**src/rtl/core/pts_pkg.sv**
```systemverilog
// ----------------------------------------------------------------------------
// pts_pkg
// Shared types and constants of the pressure tank sequencer.
// ----------------------------------------------------------------------------
package pts_pkg;

  localparam int unsigned LevelW  = 16;
  localparam int unsigned TimeW   = 32;
  localparam int unsigned CfgIdxW = 3;
  localparam int unsigned CfgDataW = 32;

  typedef enum logic [CfgIdxW-1:0] {
    CFG_AIR_ON      = 3'd0,
    CFG_AIR_OFF     = 3'd1,
    CFG_ALARM_SET   = 3'd2,
    CFG_ALARM_CLEAR = 3'd3,
    CFG_READY       = 3'd4,
    CFG_RESTART     = 3'd5
  } cfg_idx_e;

  localparam logic [LevelW-1:0] AirOnRst      = 16'd1800;
  localparam logic [LevelW-1:0] AirOffRst     = 16'd2200;
  localparam logic [LevelW-1:0] AlarmSetRst   = 16'd3000;
  localparam logic [LevelW-1:0] AlarmClearRst = 16'd2500;
  localparam logic [LevelW-1:0] ReadyRst      = 16'd2000;
  localparam logic [TimeW-1:0]  RestartRst    = 32'd5000;

  typedef enum logic [1:0] {
    MODE_IDLE  = 2'd0,
    MODE_PRESS = 2'd1,
    MODE_RUN   = 2'd2
  } mode_e;

  typedef struct packed {
    logic [TimeW-1:0]  time_ms;
    logic              start_on;
    logic              level_high;
    logic              press_avail;
    logic              press_good;
    logic              pressure_overrange;
    logic [LevelW-1:0] pressure_level;
  } pts_in_t;

  typedef struct packed {
    logic       pump_on;
    logic       air_on;
    logic       drain_on;
    logic       siren_on;
    logic [1:0] mode_out;
  } pts_out_t;

  typedef struct packed {
    logic [LevelW-1:0] air_on_level;
    logic [LevelW-1:0] air_off_level;
    logic [LevelW-1:0] alarm_set_level;
    logic [LevelW-1:0] alarm_clear_level;
    logic [LevelW-1:0] ready_level;
    logic [TimeW-1:0]  restart_delay;
  } pts_cfg_t;

endpackage

```
**src/rtl/core/pts_cfg_regs.sv**
```systemverilog
// ----------------------------------------------------------------------------
// pts_cfg_regs
// Configuration register file: thresholds and restart delay, write only.
// ----------------------------------------------------------------------------
module pts_cfg_regs (
  input  logic                             clk_i,
  input  logic                             rst_ni,
  input  logic                             cfg_we_i,
  input  logic [pts_pkg::CfgIdxW-1:0]      cfg_index_i,
  input  logic [pts_pkg::CfgDataW-1:0]     cfg_wdata_i,
  output pts_pkg::pts_cfg_t                cfg_o
);
  import pts_pkg::*;

  pts_cfg_t cfg_q, cfg_d;

  always_comb begin
    cfg_d = cfg_q;
    if (cfg_we_i) begin
      unique case (cfg_index_i)
        CFG_AIR_ON:      cfg_d.air_on_level      = cfg_wdata_i[LevelW-1:0];
        CFG_AIR_OFF:     cfg_d.air_off_level     = cfg_wdata_i[LevelW-1:0];
        CFG_ALARM_SET:   cfg_d.alarm_set_level   = cfg_wdata_i[LevelW-1:0];
        CFG_ALARM_CLEAR: cfg_d.alarm_clear_level = cfg_wdata_i[LevelW-1:0];
        CFG_READY:       cfg_d.ready_level       = cfg_wdata_i[LevelW-1:0];
        CFG_RESTART:     cfg_d.restart_delay     = cfg_wdata_i[TimeW-1:0];
        default:         cfg_d = cfg_q;
      endcase
    end
  end

  always_ff @(posedge clk_i or negedge rst_ni) begin
    if (!rst_ni) begin
      cfg_q.air_on_level      <= AirOnRst;
      cfg_q.air_off_level     <= AirOffRst;
      cfg_q.alarm_set_level   <= AlarmSetRst;
      cfg_q.alarm_clear_level <= AlarmClearRst;
      cfg_q.ready_level       <= ReadyRst;
      cfg_q.restart_delay     <= RestartRst;
    end else begin
      cfg_q <= cfg_d;
    end
  end

  assign cfg_o = cfg_q;

endmodule

```
**src/rtl/core/pts_core.sv**
```systemverilog
// ----------------------------------------------------------------------------
// pts_core
// Controller state and the one-tick update: alarm, pump timer, mode, air.
// ----------------------------------------------------------------------------
module pts_core (
  input  logic              clk_i,
  input  logic              rst_ni,
  input  logic              step_i,
  input  pts_pkg::pts_in_t  item_i,
  input  pts_pkg::pts_cfg_t cfg_i,
  output pts_pkg::pts_out_t result_o
);
  import pts_pkg::*;

  mode_e             mode_q, mode_d;
  logic              air_q, air_d;
  logic              pump_q, pump_d;
  logic              pend_q, pend_d;
  logic [TimeW-1:0]  stime_q, stime_d;
  logic              alarm_q, alarm_d;

  logic              usable;
  logic [TimeW-1:0]  elapsed;

  assign usable  = item_i.press_avail & item_i.press_good;
  // wrapping difference handles timestamp rollover
  assign elapsed = item_i.time_ms - stime_q;

  always_comb begin
    mode_d   = mode_q;
    air_d    = air_q;
    pump_d   = pump_q;
    pend_d   = pend_q;
    stime_d  = stime_q;
    alarm_d  = alarm_q;
    result_o = '0;

    if (item_i.pressure_overrange) begin
      alarm_d = 1'b1;
    end else if (usable) begin
      if (!alarm_q) begin
        if (item_i.pressure_level >= cfg_i.alarm_set_level) alarm_d = 1'b1;
      end else begin
        if (item_i.pressure_level <= cfg_i.alarm_clear_level) alarm_d = 1'b0;
      end
    end

    if (!item_i.start_on) begin
      mode_d  = MODE_IDLE;
      air_d   = 1'b0;
      pump_d  = 1'b0;
      pend_d  = 1'b0;
      stime_d = '0;
    end else begin
      if (item_i.level_high) begin
        pump_d = 1'b0;
        pend_d = 1'b0;
      end else if (!pump_q) begin
        if (!pend_q) begin
          pend_d  = 1'b1;
          stime_d = item_i.time_ms;
        end else if (elapsed >= cfg_i.restart_delay) begin
          pump_d = 1'b1;
          pend_d = 1'b0;
        end
      end

      if (mode_q == MODE_IDLE) begin
        mode_d = MODE_PRESS;
        air_d  = 1'b0;
      end

      if (item_i.press_avail && !usable) begin
        air_d = 1'b0;
      end else if (usable) begin
        if (item_i.pressure_level <= cfg_i.air_on_level) air_d = 1'b1;
        else if (item_i.pressure_level >= cfg_i.air_off_level) air_d = 1'b0;
        if (alarm_d) air_d = 1'b0;
        if (mode_d == MODE_PRESS && item_i.pressure_level >= cfg_i.ready_level) begin
          mode_d = MODE_RUN;
        end
      end

      result_o.pump_on  = pump_d;
      result_o.air_on   = usable & air_d & ~alarm_d;
      result_o.drain_on = (mode_d == MODE_RUN);
    end

    result_o.siren_on = alarm_d;
    result_o.mode_out = mode_d;
  end

  always_ff @(posedge clk_i or negedge rst_ni) begin
    if (!rst_ni) begin
      mode_q  <= MODE_IDLE;
      air_q   <= 1'b0;
      pump_q  <= 1'b0;
      pend_q  <= 1'b0;
      stime_q <= '0;
      alarm_q <= 1'b0;
    end else if (step_i) begin
      mode_q  <= mode_d;
      air_q   <= air_d;
      pump_q  <= pump_d;
      pend_q  <= pend_d;
      stime_q <= stime_d;
      alarm_q <= alarm_d;
    end
  end

endmodule

```
**src/rtl/core/pressure_tank_sequencer.sv**
```systemverilog
// ----------------------------------------------------------------------------
// pressure_tank_sequencer
// Tank controller: one tick in, one set of relay drives and mode out.
// ----------------------------------------------------------------------------
// usage:
//   in channel: in_valid_i / in_stall_o / in_data_i, one tick per transaction.
//   out channel: out_valid_o / out_stall_i / out_data_o, one result for each
//   tick, in tick order.
//   config: cfg_we_i writes cfg_wdata_i to register cfg_index_i (0 air on,
//   1 air off, 2 alarm set, 3 alarm clear, 4 ready level, 5 restart delay);
//   write only while no transaction is in flight.
//   path: an accepted input goes to the input register, then the result
//   register, from which it is valid on out_valid_o; throughput is one tick per
//   cycle while the output is not stalled, set by the single combinational
//   update between the two registers.
//   reset: mode idle, all requests and the alarm cleared, config registers at
//   their default thresholds and restart delay; both pipeline stages empty.
//   stall: a stalled result holds; the input register, if empty, still takes one
//   more transaction, after which in_stall_o rises until the result drains.
// ----------------------------------------------------------------------------
module pressure_tank_sequencer (
  input  logic                         clk_i,
  input  logic                         rst_ni,
  input  logic                         in_valid_i,
  output logic                         in_stall_o,
  input  pts_pkg::pts_in_t             in_data_i,
  output logic                         out_valid_o,
  input  logic                         out_stall_i,
  output pts_pkg::pts_out_t            out_data_o,
  input  logic                         cfg_we_i,
  input  logic [pts_pkg::CfgIdxW-1:0]  cfg_index_i,
  input  logic [pts_pkg::CfgDataW-1:0] cfg_wdata_i
);
  import pts_pkg::*;

  pts_cfg_t cfg;
  pts_in_t  item_q;
  logic     item_vld_q;
  pts_out_t res_q, res_d;
  logic     res_vld_q;
  logic     res_free;
  logic     step;
  logic     in_fire;

  assign res_free   = ~res_vld_q | ~out_stall_i;
  assign step       = item_vld_q & res_free;
  assign in_stall_o = item_vld_q & ~res_free;
  assign in_fire    = in_valid_i & ~in_stall_o;

  pts_cfg_regs u_cfg (
    .clk_i       (clk_i),
    .rst_ni      (rst_ni),
    .cfg_we_i    (cfg_we_i),
    .cfg_index_i (cfg_index_i),
    .cfg_wdata_i (cfg_wdata_i),
    .cfg_o       (cfg)
  );

  pts_core u_core (
    .clk_i    (clk_i),
    .rst_ni   (rst_ni),
    .step_i   (step),
    .item_i   (item_q),
    .cfg_i    (cfg),
    .result_o (res_d)
  );

  always_ff @(posedge clk_i or negedge rst_ni) begin
    if (!rst_ni) begin
      item_vld_q <= 1'b0;
      res_vld_q  <= 1'b0;
    end else begin
      if (in_fire) item_vld_q <= 1'b1;
      else if (step) item_vld_q <= 1'b0;
      if (step) res_vld_q <= 1'b1;
      else if (!out_stall_i) res_vld_q <= 1'b0;
    end
  end

  always_ff @(posedge clk_i) begin
    if (in_fire) item_q <= in_data_i;
    if (step) res_q <= res_d;
  end

  assign out_valid_o = res_vld_q;
  assign out_data_o  = res_q;

endmodule
```
**config.mk**
```make
export PLATFORM = sky130hd
export DESIGN_NAME = pressure_tank_sequencer
export DESIGN_NICKNAME = d
export VERILOG_FILES = /design/src/rtl/core/pts_pkg.sv /design/src/rtl/core/pts_cfg_regs.sv /design/src/rtl/core/pts_core.sv /design/src/rtl/core/pressure_tank_sequencer.sv
export SDC_FILE = /design/constraint.sdc
export NUM_CORES = 1
export LEC_CHECK = 0
export ABC_AREA = 1
export BUFFER_PORTS_ARGS = -buffer_cell sky130_fd_sc_hd__buf_2
export CAP_MARGIN = 10
export CORE_ASPECT_RATIO = 1.5
export CORE_MARGIN = 2
export CORE_UTILIZATION = 47
export DETAILED_ROUTE_END_ITERATION = 8
export GPL_TIMING_DRIVEN = 0
export HOLD_SLACK_MARGIN = 0.05
export PLACE_DENSITY = 0.67
export SKIP_LAST_GASP = 1
export SLEW_MARGIN = 25
export SYNTH_ARGS = -nofsm -noshare
export SYNTH_HDL_FRONTEND = slang
export SYNTH_SLANG_ARGS = --single-unit
```
**constraint.sdc**
```tcl
create_clock -name clk_i -period 3.7 [get_ports clk_i]
set_clock_uncertainty 0.05 [all_clocks]
set_input_delay 0.74 -clock clk_i [delete_from_list [all_inputs] [get_ports clk_i]]
set_output_delay 0.74 -clock clk_i [all_outputs]
set_load 0.01 [all_outputs]
```
==> results of run 1 <==
metal layers:
metal,GRT usage,vias to the layer above
met5,0,-
met4,0.1031,0
met3,0.02684,75
met2,0.4591,162
met1,0.2278,4649
li1,-,4952
power groups by stage:
stage          combinational, mW  sequential [mW]  clock [mW]
6_report                    2.94             3.04        2.16
5_1_grt                     3.38             3.09        2.33
4_1_cts                     2.92             3.04        2.23
3_5_place_dp                2.89             3.08           0
3_3_place_gp                2.79             3.07           0
2_1_floorplan               2.10             3.03           0
metrics by stage:
step / TNS [ps] / area (sq um) / cells / hold WS, ps / setup WS, ps
after CTS: 0 / 14030 / 1906 / 150.5 / 19.87
after global placement: -57630 / 13250 / 1864 / 409.1 / -501.6
after floorplan: 0 / 12330 / 1431 / 392.6 / 702.3
final: 0 / 14100 / 1909 / 144.8 / 72.25
after detailed placement: -501.0 / 13310 / 1866 / 416.1 / -191.2
after global routing: -18.94 / 14100 / 1909 / 175.8 / -18.94
sequential cells by signal (all words and copies together) (netlist names):
register        flops
out_data_o          6
u_core.air_q        1
out_valid_o         1
u_cfg.cfg_o       112
u_core.stime_q     32
u_core.alarm_q      1
u_core.mode_q       2
item_vld_q          1
u_core.pend_q       1
u_core.pump_q       1
item_q             53
cells in the mapped netlist, types with 3 or more instances:
cell type | n | area, sq um
a21o_1 | 3 | 22.52
edfxtp_1 | 59 | 1772
xnor2_1 | 3 | 26.28
nand2_1 | 288 | 1081
o21bai_1 | 3 | 22.52
buf_2 | 4 | 20.02
clkbuf_1 | 27 | 101.4
a21oi_1 | 105 | 525.5
nor3_1 | 7 | 35.03
xor2_2 | 3 | 48.80
ha_1 | 143 | 1789
nand4_1 | 13 | 81.33
o21ai_1 | 3 | 15.01
and3_1 | 3 | 18.77
dfstp_2 | 31 | 814.5
nor2_1 | 88 | 330.3
dfrtp_1 | 121 | 3028
inv_1 | 229 | 859.6
o21ai_2 | 3 | 26.28
nand2_2 | 15 | 93.84
a31oi_1 | 3 | 18.77
xor2_1 | 24 | 210.2
o21ai_0 | 162 | 810.8
o21a_1 | 4 | 30.03
nor2_4 | 4 | 45.04
nand3_1 | 64 | 320.3
path summary, 6_finish.rpt:
check	start	to	slack, ps	depth (start not counted)
worst max-delay path	item_q[46]	out_data_o[5]	70	17
worst min-delay path	rst_ni	item_vld_q	140	1
worst max register to register	item_q[46]	out_data_o[5]	70	17
worst min register to register	u_core.air_q	u_core.air_q	420	2
max in group asynchronous	rst_ni	u_cfg.cfg_o[73]	2600	2
min in group clk_i	in_data_i[3]	item_q[3]	350	1
cells in the final DEF (no fill, tap or decap), types with 3 or more instances in the layout:
cell type	Yosys	routed
nand3_1	64	63
nand2_2	15	14
nand2_1	288	288
inv_1	229	228
xnor2_1	3	3
buf_2	4	103
xor2_1	24	24
nand4_1	13	13
o21ai_1	3	4
o21bai_1	3	3
nor2_4	4	4
xor2_2	3	3
dfrtp_1	121	121
nor2_1	88	85
a21oi_4	2	3
edfxtp_1	59	59
a21o_1	3	3
clkbuf_8	0	5
and3_1	3	3
nor2_2	0	3
clkinv_2	0	3
clkbuf_1	27	31
o21ai_2	3	3
clkbuf_16	0	23
inv_4	0	3
buf_4	0	3
o21ai_0	162	161
a21oi_1	105	100
a21oi_2	1	5
nor3_1	7	7
o21a_1	4	4
ha_1	143	143
dfstp_2	31	31
what timing repair did:
item | CTS | global route
setup endpoints to repair | 3 | 3
setup buffers | 0 | 3
pin swaps | 0 | 3
resized for setup | 3 | 12
area by class of cell:
class / count / area (sq um) / area share
clock inverter: 8 / 46.29 / 0.003283
timing repair buffer: 105 / 580.6 / 0.04117
tap: 333 / 416.7 / 0.02955
clock buffer: 32 / 659.4 / 0.04677
sequential: 211 / 5614 / 0.3982
multi-input combinational: 957 / 5788 / 0.4105
inverter: 232 / 873.3 / 0.06194
buffer: 31 / 121.4 / 0.008608
worst reg2reg max path: cells and delay by family, from the launching register on:
kind	cells	cell delay, ps
xor gates and xnor gates	1	200
DFF	1	410
adders and majority gates	2	690
and+or+nand+nor	9	1020
AOI/OAI and AO/OA	5	1010
logic make-up (layout without fill, tap and decap cells):
family / count (synthesis) / after routing
compound gates: 292 / 292
xor+xnor: 30 / 30
flops: 211 / 211
buf+inv: 263 / 408
simple gates: 491 / 491
fa+ha+maj: 144 / 144
==> reports/metrics.cfg, run 1 <==
[route]
wl_per_cell_um = 16.19
wirelength_um = 30910
num_vias = 9838
m1WireLength_um = 11270
dr_wl_met2_um = 17240
drcViolationCount = 0
maxUsedRoutingLayer = met4
dr.pass1.iters = 5
ant_nets = 0
drt-initial-drc-count = 381
vias_per_cell = 5.153
met3_length_um = 923

[logic_synthesis]
yosys.area_share.simple = 0.1697
synth_nets = 1668
ys_async_sr_fraction = 0.7204
synth_top_family_by_area = simple AND/OR/NAND/NOR gates
synth_cell_type_count = 41
synth_compound_area_frac = 0.1249
synth-warning-count = 0
synth_area_per_cell_sq_um = 8.619
synth-xor-area-share = 0.02313
yosys_register_bits = 211
yosys.area_share.adder = 0.1467
postSynthCellCount = 1431
ys_seq_area_frac = 0.4552
synth_edf_count = 59
synth_area_sq_mm = 0.01233
muxShareOfSynthArea = 0
synth_ff_type = dfrtp_1

[grt]
gr-total-overflow = 0
antenna_found_initial = 0
first_global_vias = 10290
grt_use_total = 0.2293
grt_max_degree = 83
grt_first_pass_wirelength_um = 49560

[power]
p_clk_frac = 0.266
power_density_mw_per_mm2 = 577.5
switchingPower_mw = 2.961
swShare = 0.3636
p_leak_nw = 6.853
pwr-share-comb = 0.361
seq_power_share = 0.373
p_int_mw = 5.182
power.total_mw = 8.143
irDropWorstVdd_uv = 445.2

[die]
die_h_um = 202.4
start_util = 0.4787
die-area_sq_mm = 0.02758
dieWidth_um = 136.3
io_pins = 101
core_sq_mm = 0.02576
num_rows = 72

[clock_network]
clkLatencyLatePin_ps = 520
cts_hold_buf = 0
cts.sinks = 211
cts_tree = built
clock_path_buffers = 3
cts-root-buf = clkbuf_16
path_clk_slew_ps = 60
cts_buffers = 22
h-tree-depth = 1

[run]
maxCapViolations = 0

[setup_path]
critPathKind = reg2reg
cp-end-kind = flip-flop
crit_buf_inv = 0
path_delay_family = simple AND/OR/NAND/NOR gates
cp_cell_sequence = ha_1, nand2_1, o21ai_1, a21oi_1, o21ai_0, a21oi_1, nand2_1, xor2_1, ha_1, nand2_1, nor2_1, nor2_1, nand3_1, a21oi_2, nand3_2, nand3_1, nand2_1
cp_data_arrival_time_ps = 3850
crit_path_top_delay_cell = ha_1
start_kind = flip-flop
crit_top_cell = nand2_1
max_stage_delay_ps = 440
worstPathRequired_ps = 3920
crit_fanout = 4

[layout]
fillCellCount = 2476
finalCoreUtilization = 0.5473
diodes = 0
layout.nets = 1797
drive_gt1_frac = 0.1428
syn_to_final_growth_pct = 14.31

[timing]
drv_slew = 0
setup_viol = 0
hold_viol = 0
fmax_ghz = 0.2757
timing.slew.headroom = 0.6039
final.period_utilization = 0.9805
tightest_slew_ps = 588.0
period_needed_ps = 3628

[hold_path]
min_path_type = in2async

[placed_design]
io_buffers = 100
dp_hpwl_um = 24530
gp_congestion = 0.9382

[outcome]
status = finished, final reports clean

No activity file was read; power rests on OpenSTA's default activity.
==> inputs of run 2 (changes only) <==
- CAP_MARGIN: 10 -> 20
- CORE_UTILIZATION: 47 -> 45
- PLACE_DENSITY: 0.67 -> 0.65
==> run 2 against run 1 <==
Effect of this change:
- via count about the same
- core utilization down 2.4 points
- fmax up 3.1%
- power up 0.37%
- sequential power about the same
- global-route usage down 1.4 points
- clock-buffer cell count down 2
- largest power group unchanged
- clock power about the same
- sequential share of layout area down 0.25 points
- wire length down 1.3%
- combinational power about the same
- highest routed layer unchanged
==> reports/metrics.cfg, run 2 (synthesis gave the netlist of run 1 again) <==
[setup_path]
r2r-end = u_core.pend_q  ; was out_data_o[5]
cp-end-kind = flip-flop  ; unchanged
critPathKind = reg2reg  ; unchanged
reg2reg_depth = 18  ; was 17
worstPathRequired_ps = 4030  ; was 3920 ps
crit_fanout = 4  ; unchanged
r2r_slack_ps = 180  ; was 70 ps
cp-startpoint = item_q[46]  ; unchanged
r2r_start = item_q[46]  ; unchanged
start_kind = flip-flop  ; unchanged
crit_end = u_core.pend_q  ; was out_data_o[5]
cp_data_arrival_time_ps = 3850  ; about the same

[timing]
fin_ws_ps = 182.0  ; was 72.25 ps
timing.slew.headroom = 0.5921  ; was 0.6039
tightest_slew_ps = 611.8  ; was 588.0 ps
final.period_utilization = 0.9508  ; was 0.9805
setup_viol = 0  ; unchanged
setup_tns_ps = 0  ; unchanged
period_needed_ps = 3518  ; was 3628 ps
hold_viol = 0  ; unchanged
holdWs_ps = 349.3  ; was 144.8 ps
drv_slew = 0  ; unchanged
fmax_ghz = 0.2843  ; was 0.2757 GHz
rsz0062_at_grt = no

[clock_network]
cts_buffers = 23  ; was 22
h-tree-depth = 1  ; unchanged
cts-root-buf = clkbuf_16  ; unchanged
clkLatencyLatePin_ps = 510  ; was 520 ps
cts.sinks = 211  ; unchanged
path_clk_slew_ps = 60  ; about the same
cts_tree = built  ; unchanged
clock_path_buffers = 3  ; unchanged

[route]
ant_nets = 0  ; unchanged
wirelength_um = 30500  ; was 30910 um
num_vias = 9842  ; was 9838
drcViolationCount = 0  ; unchanged
wl_per_cell_um = 15.88  ; was 16.19 um
dr.pass1.iters = 5  ; unchanged
vias_per_cell = 5.126  ; was 5.153
drt-initial-drc-count = 515  ; was 381

[grt]
first_global_vias = 9987  ; was 10290
grt_max_degree = 66  ; was 83
grt_first_pass_wirelength_um = 48930  ; was 49560 um
gr-total-overflow = 0  ; unchanged
grt_use_total = 0.2149  ; was 0.2293
antenna_found_initial = 0  ; unchanged

[placed_design]
gp_congestion = 0.9624  ; was 0.9382
io_buffers = 100  ; unchanged
dp_worst_setup_slack_ps = -68.71  ; was -191.2 ps
dp_hpwl_um = 24490  ; was 24530 um
placed_cells = 1876  ; was 1866

[layout]
diodes = 0  ; unchanged
layout.nets = 1799  ; was 1797
regArea_sq_mm = 0.005614  ; unchanged
layout.cells.most_common = nand2_1  ; unchanged
fillCellCount = 2587  ; was 2476
instances_no_fill = 1920  ; was 1909
syn_to_final_growth_pct = 15.02  ; was 14.31%
multi_input_area_sq_mm = 0.005832  ; was 0.005788 sq mm
drive_gt1_frac = 0.1470  ; was 0.1428
final_cell_mix = nand2_1 (288), inv_1 (228), o21ai_0 (161)  ; unchanged
largest_register_ffs = 112  ; unchanged

[power]
power_density_mw_per_mm2 = 576.1  ; was 577.5 mW/mm^2
p_leak_nw = 6.869  ; was 6.853 nW
irDropWorstVdd_uv = 486.9  ; was 445.2 uV

[hold_path]
min_path_type = in2reg  ; was in2async

[die]
dieWidth_um = 139.2  ; was 136.3 um
num_rows = 74  ; was 72
core_sq_mm = 0.02713  ; was 0.02576 sq mm
die-area_sq_mm = 0.02878  ; was 0.02758 sq mm
die_h_um = 206.8  ; was 202.4 um
io_pins = 101  ; unchanged
start_util = 0.4547  ; was 0.4787

[run]
maxCapViolations = 0  ; unchanged

[outcome]
status = finished, final reports clean  ; unchanged

run 2: cell count changes in the layout (fill, tap and decap cells not counted), moves of 2 or more:
| cell | before | now |
|---|---|---|
| nand3_1 | 63 | 61 |
| clkbuf_8 | 5 | 2 |
| nand3_2 | 2 | 4 |
| clkinv_2 | 3 | 5 |
| inv_4 | 3 | 1 |
| a21oi_1 | 100 | 96 |
| a21oi_2 | 5 | 10 |
| ha_1 | 143 | 141 |
run 2: worst min path at each step:
stage	start	end	slack, ps	cells past startpoint
final	in_data_i[10]	item_q[10]	350	1
after global routing	in_data_i[20]	item_q[20]	330	1
after CTS	in_data_i[11]	item_q[11]	330	1
after detailed placement	u_core.air_q	u_core.air_q	420	2
after global placement	u_core.air_q	u_core.air_q	410	2
after floorplan	rst_ni	item_vld_q	390	0
run 2: layer usage:
metal / global-route usage / vias up / part of all wire
li1: - / 4953 / -
met1: 0.2208 / 4616 / 0.37
met2: 0.4224 / 175 / 0.55
met3: 0.02491 / 98 / 0.029
met4: 0.1176 / 0 / 0.057
met5: 0 / - / 0
run 2: power breakdown:
group	total, mW	switching (mW)	internal (mW)	leakage (nW)
combinational	2.95	1.84	1.11	4.13
clock	2.18	0.929	1.25	0.345
sequential	3.04	0.194	2.85	2.40
run 2: final cells by class:
cell class,count,area share
plain buffers,31,0.008554
clock buffers,30,0.04383
clock inverters,11,0.006085
inverters,232,0.06156
multi-input cells,957,0.4111
flip-flops and latches,211,0.3957
well taps,342,0.03016
repair buffers,106,0.04304
run 2: worst max-delay path, stage by stage, from the launching register on:
cell	delay, ps
edfxtp_1	410
ha_1	400
a21oi_2	250
o21ai_1	200
a21oi_1	160
o21ai_0	240
a21oi_1	190
nand2_1	160
xor2_1	180
ha_1	270
nand2_1	60
nor2_1	140
nand2_1	100
nor2_2	150
nand4_1	110
nand3_2	120
nand2_1	60
nand3_1	60
o21ai_0	80
run 2: what timing repair did:
item                                    in CTS  in global routing
setup buffers                                0                  2
resized for setup                            2                 21
pin swaps                                    0                  6
hold buffers                                 1                  0
endpoints found under the setup margin       3                  3
hold endpoints to repair                    30                  0
run 2: per-stage QoR:
| step | utilization | power [mW] | instance area [sq um] |
|---|---|---|---|
| floorplan | - | 5.125 | 12330 |
| global placement | 0.4889 | 5.857 | 13260 |
| detailed placement | 0.4921 | 5.955 | 13350 |
| CTS | 0.5189 | 8.180 | 14080 |
| global route | 0.5230 | 8.827 | 14190 |
| finish | 0.5230 | 8.173 | 14190 |
==> inputs of run 3 (changes only) <==
- SYNTH_HIERARCHICAL: not set -> 1
==> run 3 against run 2 <==
Effect of this change:
- cell area up 4.5%
- power increased by 0.57%
- fmax up 0.24%
- critical path type unchanged
- critical endpoint is now out_data_o[5]
- highest routed layer unchanged
==> reports/metrics.cfg, run 3 <==
[die]
num_rows = 74  ; unchanged
die_h_um = 208.7  ; was 206.8 um
start_util = 0.4601  ; was 0.4547
core_sq_mm = 0.02731  ; was 0.02713 sq mm
die-area_sq_mm = 0.02930  ; was 0.02878 sq mm
dieWidth_um = 140.4  ; was 139.2 um
io_pins = 101  ; unchanged

[power]
seq_power_share = 0.366  ; was 0.372
power_density_mw_per_mm2 = 554.5  ; was 576.1 mW/mm^2
irDropWorstVdd_uv = 347.8  ; was 486.9 uV
p_int_mw = 5.421  ; was 5.211 mW
p_clk_frac = 0.305  ; was 0.267
p_leak_nw = 7.390  ; was 6.869 nW
switchingPower_mw = 2.798  ; was 2.961 mW
pwr-share-comb = 0.328  ; was 0.361
swShare = 0.3404  ; was 0.3623

[clock_network]
cts_hold_buf = 0  ; was 1
h-tree-depth = 1  ; unchanged
cts_buffers = 23  ; unchanged
cts_tree = built  ; unchanged
cts.sinks = 211  ; unchanged
clkLatencyLatePin_ps = 520  ; was 510 ps
path_clk_slew_ps = 60  ; about the same
clock_path_buffers = 3  ; unchanged
cts-root-buf = clkbuf_16  ; unchanged

[setup_path]
worstPathRequired_ps = 4050  ; was 4030 ps
start_kind = flip-flop  ; unchanged
cp-end-kind = flip-flop  ; unchanged
crit_fanout = 4  ; unchanged
critPathKind = reg2reg  ; unchanged
cp_data_arrival_time_ps = 3860  ; was 3850 ps

[logic_synthesis]
yosys_register_bits = 211  ; unchanged
postSynthCellCount = 1515  ; was 1431
ys_seq_area_frac = 0.4468  ; was 0.4552
synth_area_per_cell_sq_um = 8.294  ; was 8.619 sq um
synth_common_cells = nand2_1 (475), inv_1 (205), ha_1 (143)  ; was nand2_1 (288), inv_1 (229), o21ai_0 (162)
synth.most_common_cell = nand2_1  ; unchanged
synth.area.top_cells = dfrtp_1 (24%), ha_1 (14%), nand2_1 (14%), edfxtp_1 (14%), dfstp_2 (6.5%)  ; was dfrtp_1 (25%), ha_1 (15%), edfxtp_1 (14%), nand2_1 (8.8%), inv_1 (7.0%)
ys_async_sr_fraction = 0.7204  ; unchanged
synth_ff_type = dfrtp_1  ; unchanged
synth_nets = 1752  ; was 1668
yosysTopAreaCell = dfrtp_1  ; unchanged
yosysTopAreaCellShare = 0.2410  ; was 0.2455
synth_area_sq_mm = 0.01257  ; was 0.01233 sq mm
synth_edf_count = 59  ; unchanged
synth-warning-count = 6  ; was 0
synth_cell_type_count = 43  ; was 41

[layout]
layout.nets = 1892  ; was 1799
syn_to_final_growth_pct = 17.95  ; was 15.02%
largest_register_ffs = 112  ; unchanged
finalCoreUtilization = 0.5426  ; was 0.5230
final_cell_mix = nand2_1 (466), inv_1 (202), ha_1 (129)  ; was nand2_1 (288), inv_1 (228), o21ai_0 (161)
instances_no_fill = 2013  ; was 1920
diodes = 0  ; unchanged
layout.cells.most_common = nand2_1  ; unchanged
drive_gt1_frac = 0.1789  ; was 0.1470

[placed_design]
dp_worst_setup_slack_ps = -254.0  ; was -68.71 ps
dp_hpwl_um = 25000  ; was 24490 um
gp_congestion = 0.9186  ; was 0.9624
placed_cells = 1959  ; was 1876
io_buffers = 100  ; unchanged

[run]
maxCapViolations = 0  ; unchanged

[grt]
grt_max_degree = 91  ; was 66
first_global_vias = 10410  ; was 9987
grt_use_total = 0.2280  ; was 0.2149
grt_first_pass_wirelength_um = 52320  ; was 48930 um
gr-total-overflow = 0  ; unchanged
antenna_found_initial = 0  ; unchanged

[timing]
hold_viol = 0  ; unchanged
fin_ws_ps = 190.3  ; was 182.0 ps
final.period_utilization = 0.9486  ; was 0.9508
setup_viol = 0  ; unchanged
period_needed_ps = 3510  ; was 3518 ps
holdWs_ps = 108.1  ; was 349.3 ps
fmax_ghz = 0.2849  ; was 0.2843 GHz
timing.slew.headroom = 0.3335  ; was 0.5921
tightest_slew_ps = 999.7  ; was 611.8 ps
drv_slew = 0  ; unchanged

[route]
ant_nets = 0  ; unchanged
drcViolationCount = 0  ; unchanged
num_vias = 10360  ; was 9842
dr.pass1.iters = 5  ; unchanged
drt-initial-drc-count = 419  ; was 515
wirelength_um = 33370  ; was 30500 um
wl_per_cell_um = 16.58  ; was 15.88 um
vias_per_cell = 5.145  ; was 5.126

[outcome]
status = finished, final reports clean  ; unchanged

[hold_path]
min_path_type = in2async  ; was in2reg

-- run 3: cell types whose count changed in the layout (fill, tap and decap cells not counted), moves of 12 or more --
cell / before / now
inv_1: 228 / 202
nand2_1: 288 / 466
nand3_1: 61 / 113
ha_1: 141 / 129
clkbuf_1: 32 / 9
nor2_1: 86 / 61
a21oi_1: 96 / 65
buf_4: 2 / 18
o21ai_0: 161 / 52
buf_2: 103 / 121
-- run 3: worst paths after layout --
kind	start	endpoint	slack, ps	cells past startpoint
setup / recovery	item_q[21]	out_data_o[5]	190	23
hold / removal	rst_ni	u_cfg/cfg_o[49]	110	1
setup reg to reg	item_q[21]	out_data_o[5]	190	23
hold reg to reg	u_cfg/cfg_o[84]	u_cfg/cfg_o[84]	410	2
max in group asynchronous	rst_ni	u_cfg/cfg_o[91]	2630	2
min in group clk_i	in_data_i[0]	item_q[0]	340	1
-- run 3: per-stage QoR --
step	setup TNS, ps	power [mW]	area [sq um]
floorplan	0	4.774	12570
global placement	-65400	5.415	13490
detailed placement	-564.9	5.508	13550
CTS	0	8.098	14450
global route	-3.863	8.811	14820
finish	0	8.219	14820
-- run 3: power by group through the flow --
stage	sequential, mW	combinational (mW)	clock (mW)
detailed placement	3.05	2.46	0
global route	3.06	3.10	2.66
CTS	3.01	2.51	2.57
finish	3.01	2.70	2.51
global placement	3.04	2.37	0
floorplan	2.99	1.78	0
-- run 3: timing repair --
item,in CTS,in global routing
setup endpoints to repair,3,3
pin swaps,6,25
gates resized for setup,12,64
buffers inserted,3,10
-- run 3: cells by family (layout without fill, tap and decap cells) --
kind of cell,after synthesis,in the layout,synth area share
AO/OA/AOI/OAI,179,179,0.07906
XOR/XNOR,29,29,0.02021
adder cells (fa/ha/maj),144,144,0.1440
buffers and inverters,247,403,0.07747
flip-flops,211,211,0.4468
AND/OR/NAND/NOR,705,705,0.2325
-- run 3: critical path, cell delays in order, from the launching register on --
cell and delay (ps):
edfxtp_1 390, inv_1 70, ha_2 170, inv_2 50, fa_2 360, nand3_2 90
nand2_4 80, a21boi_4 210, o21ai_2 90, nand2_1 80, nand2_2 70, nand2_2 80
nand3_2 80, xor2_1 160, ha_1 290, nand2_2 60, inv_2 60, nand4_1 210
nor2_2 220, nand4_1 130, nand3_2 140, nand3_2 70, nand2_1 70, buf_4 100
-- run 3: per-layer routing --
layer | part of all wire | up-vias | GRT usage
met1 | 0.38 | 4880 | 0.2456
met4 | 0.048 | 0 | 0.1146
met2 | 0.54 | 208 | 0.4363
li1 | - | 5198 | -
met3 | 0.033 | 71 | 0.02383
met5 | 0 | - | 0
-- run 3: final cells by class --
type,count,area (sq um)
buffer,35,177.7
inverter,212,798.3
timing repair buffer,115,655.6
clock buffer,31,665.6
multi-input combinational,1057,6320
tap,342,427.9
fill,2554,12490
sequential,211,5614
clock inverter,10,162.7
